File: src/hw/rtl/wmr_pkg.sv
`default_nettype none
package wmr_pkg;

	localparam int VOLUME_W  = 32;
	localparam int Q_BITS    = 16;
	localparam int RATIO_W   = 18;
	localparam int STEP_W    = 5;
	localparam logic [RATIO_W-1:0] RATIO_MAX = RATIO_W'(131072);

	typedef enum logic [2:0] {
		ST_IDLE,
		ST_INS_RD,
		ST_INS_CMP,
		ST_MED_A,
		ST_MED_B,
		ST_MED_C,
		ST_CALC,
		ST_FIN
	} wmr_state_t;

	typedef enum logic [1:0] {
		DV_IDLE,
		DV_MUL,
		DV_DIV
	} wmr_dv_state_t;

endpackage
`default_nettype wire

File: src/hw/rtl/wmr_div.sv
`default_nettype none
// twice_med * cnt by shift-add, then restoring division against 2*sum
module wmr_div #(
	parameter int SB = 32,
	parameter int CW = 9
) (
	input  wire logic                          clk,
	input  wire logic                          arst_n,
	input  wire logic                          start,
	input  wire logic [SB:0]                   twice_med,
	input  wire logic [CW-1:0]                 cnt,
	input  wire logic [SB+CW-1:0]              sum,
	output logic                               done,
	output logic      [wmr_pkg::RATIO_W-1:0]   ratio
);
	import wmr_pkg::*;

	localparam int NUMW = SB + 1 + CW;
	localparam int SUMW = SB + CW;
	localparam int RW   = SUMW + 2;

	wmr_dv_state_t     state_q, state_d;
	logic [SB:0]       tm_q;
	logic [CW-1:0]     cnt_sh_q;
	logic [SUMW:0]     den_q;
	logic [NUMW-1:0]   acc_q, acc_d;
	logic [RW-1:0]     r_q;
	logic [RW:0]       trial;
	logic              ge;
	logic [RATIO_W-1:0] nl_q, q_q;
	logic [STEP_W-1:0] idx_q;
	logic              done_q;
	logic              mul_en, div_en;

	always_comb begin
		state_d = state_q;
		case (state_q)
			DV_IDLE: if (start) state_d = DV_MUL;
			DV_MUL:  if (idx_q == '0) state_d = DV_DIV;
			DV_DIV:  if (idx_q == '0) state_d = DV_IDLE;
			default: state_d = DV_IDLE;
		endcase
	end

	always_comb begin
		mul_en = 1'b0;
		div_en = 1'b0;
		case (state_q)
			DV_MUL:  mul_en = 1'b1;
			DV_DIV:  div_en = 1'b1;
			default: ;
		endcase
	end

	assign acc_d = {acc_q[NUMW-2:0], 1'b0} + (cnt_sh_q[CW-1] ? NUMW'(tm_q) : '0);
	assign trial = {r_q, nl_q[RATIO_W-1]};
	assign ge    = trial >= (RW+1)'(den_q);

	always_ff @(posedge clk or negedge arst_n) begin
		if (!arst_n) begin
			state_q <= DV_IDLE;
			done_q  <= 1'b0;
		end else begin
			state_q <= state_d;
			done_q  <= div_en && (idx_q == '0);
		end
	end

	always_ff @(posedge clk) begin
		if (state_q == DV_IDLE && start) begin
			tm_q     <= twice_med;
			cnt_sh_q <= cnt;
			den_q    <= {sum, 1'b0};
			acc_q    <= '0;
			idx_q    <= STEP_W'(CW - 1);
		end else if (mul_en) begin
			acc_q    <= acc_d;
			cnt_sh_q <= cnt_sh_q << 1;
			if (idx_q == '0) begin
				// numerator << 16: top part seeds the remainder
				r_q   <= RW'(acc_d >> 2);
				nl_q  <= {acc_d[1:0], {Q_BITS{1'b0}}};
				q_q   <= '0;
				idx_q <= STEP_W'(RATIO_W - 1);
			end else begin
				idx_q <= idx_q - 1'b1;
			end
		end else if (div_en) begin
			r_q   <= ge ? RW'(trial - (RW+1)'(den_q)) : RW'(trial);
			q_q   <= {q_q[RATIO_W-2:0], ge};
			nl_q  <= nl_q << 1;
			idx_q <= idx_q - 1'b1;
		end
	end

	assign done  = done_q;
	assign ratio = (q_q > RATIO_MAX) ? RATIO_MAX : q_q;
endmodule
`default_nettype wire

File: config.mk
export PLATFORM = sky130hd
export DESIGN_NAME = wmr_div
export DESIGN_NICKNAME = d
export VERILOG_FILES = /design/src/hw/rtl/wmr_pkg.sv /design/src/hw/rtl/wmr_div.sv
export SDC_FILE = /design/constraint.sdc
export NUM_CORES = 1
export LEC_CHECK = 0
export ABC_AREA = 1
export BUFFER_PORTS_ARGS = -buffer_cell sky130_fd_sc_hd__buf_4
export CAP_MARGIN = 40
export CORE_MARGIN = 2
export CORE_UTILIZATION = 60
export CTS_CLUSTER_SIZE = 10
export DETAILED_ROUTE_END_ITERATION = 8
export GPL_ROUTABILITY_DRIVEN = 1
export PLACE_DENSITY = 0.77
export SETUP_SLACK_MARGIN = 0.15
export SLEW_MARGIN = 20
export SYNTH_ARGS = -nofsm -noshare
export SYNTH_HDL_FRONTEND = slang
export SYNTH_SLANG_ARGS = --single-unit
File: constraint.sdc
create_clock -name clk -period 14.1 [get_ports clk]
set_clock_uncertainty 0.15 [all_clocks]
set_input_delay 2.115 -clock clk [delete_from_list [all_inputs] [get_ports clk]]
set_output_delay 2.115 -clock clk [all_outputs]
set_load 0.02 [all_outputs]
* Word level (Yosys, flattened, before mapping) *
Index checks and enable logic that the tools add are counted.

word-level totals
  register bits after elaboration = 211
  word-level logic and storage cells = 53

cells by class
  reductions and logical operators = 8
  add/subtract/negate cells = 3
  bitwise operators = 1
  multiplexer cells = 23
  order comparisons = 2
  equality and inequality tests = 6

operators by type and width
  cell                                               number
  two-way mux 43 bit                                 4
  two-way mux 18 bit                                 7
  >= comparator 44 x 42 -> 1 bit                     1
  subtractor 43 x 42 -> 43 bit                       1
  adder 42 x 33 -> 42 bit                            1
  two-way mux 33 bit                                 1
  > comparator 18 bit (second input constant)        1
  two-way mux 9 bit                                  2
  two-way mux 5 bit                                  3
  two-way mux 2 bit                                  3
  != test 2 bit (second input constant)              3
  case mux 2 bit (3 select lines)                    1
  AND reduction 3 bit                                2
  logical NOT 5 bit                                  1
  subtractor 5 x 1 -> 5 bit (second input constant)  1
  nonzero test 2 bit                                 2
  == test 2 x 1 -> 1 bit (second input constant)     1
  == test 2 bit (second input constant)              1
  logical AND 1 bit                                  2
  logical NOT 2 bit                                  1
  two-way mux 1 bit                                  2
  != test 2 x 1 -> 1 bit (second input constant)     1
  NOT 1 bit                                          1

* Logic depth before layout (Yosys ltp) *
Gate-level depths: netlist of run 1.

  depth after elaboration = 4
  mapped depth = 19
  gate-level depth less buffers = 17

* Least setup slack after synthesis of run 1 *
No wires, ideal clock.

  path kind = in2reg
  from = in start
  to = reg nl_q[16] (enable)
  library setup time = 578 ps
  setup slack = 6,124 ps
  buffers on the path = 2
  cell stages on the path = 5
  data arrival time = 7,249 ps
  cells stage by stage = nand2_1 inv_1 clkbuf_1 clkbuf_1 a211oi_1

between the ends
  word-level cells in the longest chain between the ends = 3

ends and longest elaborated chain
  what                           RTL line       text
  start, declared                wmr_div.sv:9   input wire logic start,
  logical AND 1 bit              wmr_div.sv:70  if (state_q == DV_IDLE && start) begin
  NOT 1 bit (no line)            -
  AND reduction 3 bit (no line)  -
  end signal, assigned           wmr_div.sv:82  nl_q <= {acc_d[1:0], {Q_BITS{1'b0}}};
  end signal, assigned           wmr_div.sv:91  nl_q <= nl_q << 1;
  end, declared                  wmr_div.sv:30  logic [RATIO_W-1:0] nl_q, q_q;

No other way between the ends.
A chain may end at the register's enable or synchronous reset.

* Worst setup path after layout of run 1 *
  from = in start
  to = reg acc_q[31]

between the ends
  word-level cells in the longest chain between the ends = 1

ends and longest elaborated chain
  what                  RTL line       text
  logical AND 1 bit     wmr_div.sv:70
  end signal, assigned  wmr_div.sv:74  acc_q <= '0;
  end signal, assigned  wmr_div.sv:77  acc_q <= acc_d;
  end, declared         wmr_div.sv:26  logic [NUMW-1:0] acc_q, acc_d;

No other way between the ends.

==> key figures, run 1 <==
Run status
  – Status: completed

Routing
  – Drt initial violations: between 1000 and 1500
  – Vias per cell: ~5.3
  – ANT nets after route: 0
  – DR vias: between 10000 and 15000
  – DRT Pass-1 Iters: 6
  – Drc violations: 0
  – Routed length per instance: 15.51 um
  – Final wirelength: ~39000 um

Yosys
  – Count of cell types in the netlist: 42
  – Area contributors post-synth: edfxtp_1 31%, nand2_1 21%, inv_1 9.8%
  – Synthesized flop and latch total: just under 200
  – Post-Synthesis Cells: 2077
  – Synthesized area: roughly 0.014 sq mm
  – EDFF count, synth: between 100 and 150
  – Synth Area per Inst: roughly 6.8 sq um
  – Yosys top cell by area: edfxtp_1
  – FFs w/ async S/R, synth: 0.01538
  – Area fraction of the dominant cell type after synthesis: 0.3123
  – Most used DFF post-synth: edfxtp_1
  – Warnings from Yosys: 0
  – Syn Nets: about 2200
  – Register area share after synthesis: 0.3833

Cells and area
  – Fill count: approximately 2000
  – Commonest non-fill, non-tap cell in the layout: nand2_1
  – Area of the multi-input gates: just over 0.007 sq mm
  – Final Util: 0.6894
  – Commonest non-fill, non-tap cells in the layout: 798 x nand2_1, 365 x inv_1, 190 x nor2_1
  – Sequential Area: about 0.0054 sq mm
  – Share of cells above drive strength 1: 0.07611
  – P&R area growth vs syn: 11.87%
  – Nets: around 2300
  – Diodes inserted: 0

Worst setup path
  – Crit path max fanout: 65
  – Critical path required time: around 14 ns
  – WS Path Type: in2reg
  – Arrival @ worst endpoint: between 4 and 5 ns
  – Worst setup EP type: flip-flop
  – R2r setup slk: 10.60 ns
  – CP startpoint kind: input pin

GRT
  – GRT Total Usage: 0.3217
  – Largest net degree at the start of global routing: between 60 and 70
  – Number of global-route vias before repair: approximately 13000
  – First-pass GRT wire length: around 61000 um
  – Met2 usage: 0.5372
  – Routing usage on met1: 0.4174
  – Global routing usage on met3: 0.04570
  – Gr busiest metal: met2
  – Remaining Overflow, GRT: 0
  – Initial antenna violation count: 0

Clock network
  – # resized after CTS: 0
  – Hold_buf cts: 0
  – Clock Path Buffers: 2
  – Clock Latency Late Sink: approximately 0.45 ns
  – CTS tree: done
  – TritonCTS Buffers: 17
  – Worst-path clk slew: 0.08 ns
  – H-tree depth: 4
  – Clk sinks: 195
  – Post-CTS setup buffer count: 0
  – CTS root buffer: clkbuf_16

Placed design
  – Placer Congestion: around 0.95
  – Worst slack, placed: 9.074 ns
  – Count of input and output buffers: around 100
  – Placed wire-length estimate: approximately 30000 um

STA
  – Worst hold slack: roughly 0.32 ns
  – Setup tns final: 0 ns
  – Highest clock rate: ~220 MHz
  – Period utilization: 0.3210
  – Unrepaired setup endpoints after global routing: false
  – Worst setup margin: ~9.6 ns
  – Final setup fails: 0
  – Fin. Hold Viols: 0
  – Slew headroom: 0.4557
  – Fin crit period: between 4 and 5 ns
  – Worst Max-Slew Pin Slew: a little over 0.8 ns
  – Pins Over Slew Limit: 0

Power
  – Pleak: slightly above 8 nW
  – Max IR drop VDD: about 0.2 mV
  – Tot Pwr: around 3.9 mW
  – PwrDens: approximately 250 mW/mm^2

Floorplan
  – Die height: about 160 um
  – Die ar.: between 0.02 and 0.025 sq mm
  – Row cnt: 55
  – Die W: between 150 and 200 um
  – Boundary Pins: approximately 110
  – Starting Density: 0.6163
  – Core area: roughly 0.023 sq mm

Worst hold path
  – HP Class: reg2reg

Flow run
  – Max cap viols: 0
-- cell families (layout without fill, tap and decap cells) --
logic type,count (synthesis),count (layout),share of synthesized area
and+or+nand+nor,1204,1204,0.3559
adders and majority gates,80,80,0.07238
DFF,195,195,0.3833
xor gates and xnor gates,26,26,0.01622
buffers and inverters,411,515,0.1119
AOI/OAI and AO/OA,161,161,0.06034
-- worst max-delay path: stages --
cell and delay [ns]:
buf_4 0.08, nand2_1 0.41, inv_4 0.68, buf_4 0.76
nor2_2 0.06, buf_4 0.30, nand2_1 0.12, o21ai_0 0.09
-- metal layers --
layer | share of wire | up-vias
li1 | - | 6679
met1 | 0.42 | 5942
met2 | 0.47 | 508
met3 | 0.074 | 101
met4 | 0.039 | 0
met5 | 0 | -
-- path summary, 6_finish.rpt --
check / endpoint / from / depth (start not counted)
worst max-delay path: acc_q[31] / start / 8
max in group asynchronous: done / arst_n / 1
worst min register to register: acc_q[5] / acc_q[5] / 2
worst min-delay path: acc_q[5] / acc_q[5] / 2
min in group asynchronous: state_q[0] / arst_n / 1
worst max register to register: acc_q[31] / state_q[0] / 9
-- where the power goes --
group          switching, mW  internal [mW]  leakage (nW)  total (mW)
clock network          0.254          0.237         0.274       0.491
registers              0.107          0.954          1.79        1.06
logic                   1.57          0.759          6.17        2.33
total                   1.93           1.95          8.24        3.88
-- synthesized netlist by cell type, drive strengths merged (3+ instances only) --
master,number
nand2,804
inv,371
nor2,198
edfxtp,146
nand3,121
ha,78
a21oi,76
o21ai,69
dfxtp,46
nand3b,40
clkbuf,23
xnor2,22
buf,16
nand4,15
nor3,10
o21bai,10
nor4,9
and2,5
xor2,4
dfrtp,3
-- cell type report --
class | count | share of cell area
clock buffer | 19 | 0.02757
clock inverter | 13 | 0.009083
inverter | 372 | 0.08908
multi-input combinational | 1471 | 0.4524
sequential | 195 | 0.3426
tap | 313 | 0.02494
timing repair buffer | 111 | 0.05434
-- sequential cells by signal (all words and copies together), names as in the netlist --
| signal | count |
|---|---|
| r_q | 43 |
| acc_q | 41 |
| den_q | 41 |
| tm_q | 33 |
| q_q | 18 |
| cnt_sh_q | 9 |
| idx_q | 5 |
| nl_q | 2 |
| state_q | 2 |
| done | 1 |
-- per-stage QoR --
stage                     area (sq um)  instances
after floorplan                  14040       2077
after global placement           15100       2461
after detailed placement         15100       2461
after CTS                        15680       2493
after global routing             15700       2494
final                            15700       2494
Power figures use the tool's default switching activity.
==> run 2: changes to the inputs <==
==> constraint.sdc (replaced) <==
create_clock -name clk -period 4.5 [get_ports clk]
set_clock_uncertainty 0.15 [all_clocks]
set_input_delay 0.675 -clock clk [delete_from_list [all_inputs] [get_ports clk]]
set_output_delay 0.675 -clock clk [all_outputs]
set_load 0.02 [all_outputs]
==> run 2 against run 1 <==
  * Clock power grew to 3.4 times the previous value
  * Critical path type is now reg2reg
  * Via count increased by 0.63%
  * First-iteration DRC count fell by 7.9%
  * Hold slack lost 0.074 ns
==> key figures, run 2 (synthesis results as in run 1) <==
GRT
  – Number of global-route vias before repair: around 12000
  – Remaining Overflow, GRT: 0
  – Largest net degree at the start of global routing: 64
  – GRT Total Usage: 0.3218
  – First-pass GRT wire length: 61130 um
  – Initial antenna violation count: 0

Floorplan
  – Core area: ~0.023 sq mm
  – Starting Density: 0.6163
  – Boundary Pins: 105
  – Die W: roughly 160 um
  – Die ar.: approximately 0.025 sq mm
  – Die height: between 150 and 200 um
  – Row cnt: 55

Placed design
  – Post-DP Area: between 0.015 and 0.02 sq mm
  – Count of input and output buffers: approximately 100
  – Placer Congestion: 0.9828
  – DP Cell Count: ~2500
  – Placed wire-length estimate: about 30000 um

Worst hold path
  – Hold EP: den_q[19]
  – Hold path cells: 1
  – HP Class: in2reg
  – Worst hold start: sum[18]

Clock network
  – Clock Path Buffers: 2
  – Clk sinks: ~200
  – H-tree depth: 4
  – CTS root buffer: clkbuf_16
  – Worst-path clk slew: about 0.090 ns
  – # resized after CTS: 0
  – TritonCTS Buffers: 17
  – Clock Latency Late Sink: between 0.4 and 0.5 ns
  – CTS tree: done

Worst setup path
  – Worst setup EP type: flip-flop
  – Crit path top cell by count: nand2_1
  – Crit-path max cell delay: around 0.4 ns
  – Worst R2R End: r_q[37]
  – Crit path max fanout: 44
  – Reg2reg path depth: 13
  – Worst-path cell chain: ha_1 -> nand2_1 -> nand3_1 -> nand2_1 -> nand3_1 -> nand2_1 -> nand2_2 -> nand2_4 -> nand2_8 -> nand2_4 -> nand2_1 -> nand2_1 -> nand2_1
  – R2r startpoint: r_q[2]
  – Arrival @ worst endpoint: 3.37 ns
  – R2r setup slk: 1.19 ns
  – Critical path required time: ~4.6 ns
  – WS Path Type: reg2reg
  – CP max-delay cell: edfxtp_1
  – CP startpoint kind: flip-flop

Cells and area
  – Share of cells above drive strength 1: 0.07742
  – Number of flip-flops under the largest register name: 43
  – Biggest regs: r_q x43, acc_q x41, den_q x41
  – Commonest non-fill, non-tap cells in the layout: 798 x nand2_1, 365 x inv_1, 190 x nor2_1
  – P&R area growth vs syn: 12.50%
  – Diodes inserted: 0
  – Nets: roughly 2300
  – Commonest non-fill, non-tap cell in the layout: nand2_1
  – Post-Layout Cell Count: between 2000 and 2500
  – Largest Register: r_q
  – Post-route cell area: roughly 0.016 sq mm

STA
  – Period utilization: 0.7359
  – Highest clock rate: ~300 MHz
  – Final setup fails: 0
  – Pins Over Slew Limit: 0
  – Setup tns final: 0 ns
  – Unrepaired setup endpoints after global routing: false
  – Slew headroom: 0.5062
  – Fin crit period: around 3.3 ns
  – Worst Max-Slew Pin Slew: 0.7329 ns
  – Fin. Hold Viols: 0

Flow run
  – Max cap viols: 0

Routing
  – ANT nets after route: 0
  – Vias per cell: roughly 5.3
  – Drt initial violations: 1137
  – Routed length per instance: approximately 16 um
  – Drc violations: 0
  – Final wirelength: 39040 um
  – DRT Pass-1 Iters: 6
  – DR vias: 13313

Power
  – PwrDens: 787.5 mW/mm^2
  – Max IR drop VDD: 0.7101 mV
  – Pleak: just over 8 nW

Run status
  – Status: completed
## run 2: how the worst max path moves through the flow
stage / slack [ns] / depth (start not counted) / to / from
after floorplan: 0.16 / 5 / nl_q[16] / start
after detailed placement: 1.24 / 13 / r_q[37] / r_q[2]
after global routing: 0.97 / 18 / r_q[39] / cnt_sh_q[8]
after global placement: 1.31 / 15 / r_q[37] / r_q[9]
final: 1.19 / 13 / r_q[37] / r_q[2]
after CTS: 1.24 / 13 / r_q[37] / r_q[2]
## run 2: cell type report
cell class | count | area, sq um
sequential | 195 | 5380
clock inverter | 15 | 215.2
multi-input combinational | 1471 | 7104
clock buffer | 17 | 425.4
timing repair buffer | 113 | 875.8
tap | 313 | 391.6
fill | 1985 | 6987
inverter | 372 | 1399
## run 2: through the flow
stage               total power [mW]  hold WS (ns)  utilization  setup slack (ns)
floorplan                      8.597        0.2294            -            0.1614
global placement               10.42        0.2964       0.6638             1.305
detailed placement             10.60        0.3036       0.6647             1.244
CTS                            12.32        0.2365       0.6933             1.239
global route                   13.45        0.2326       0.6933            0.9665
finish                         12.44        0.2443       0.6933             1.189
## run 2: per-layer routing
metal / share of wire / GRT usage / wire (um)
met5: 0 / 0 / 0
met4: 0.039 / 0.1315 / 1528
met3: 0.072 / 0.05259 / 2820
met2: 0.46 / 0.5257 / 17790
met1: 0.43 / 0.4277 / 16900
## run 2: timing repair
item                                    CTS  global route
endpoints found under the setup margin    0             0
setup buffers                             0             0
hold buffers                              1             0
hold endpoints to repair                  3             0
## run 2: critical path: cells and delay by family, from the launching register on
kind	cells	cell delay, ns
adder cells (fa/ha/maj)	1	0.39
AND/OR/NAND/NOR	12	2.10
flip-flops	1	0.40
## run 2: power by group
part / internal (mW) / leakage, nW / switching (mW)
sequential: 2.99 / 1.79 / 0.394
combinational: 2.39 / 6.18 / 4.99
clock: 0.831 / 0.313 / 0.847
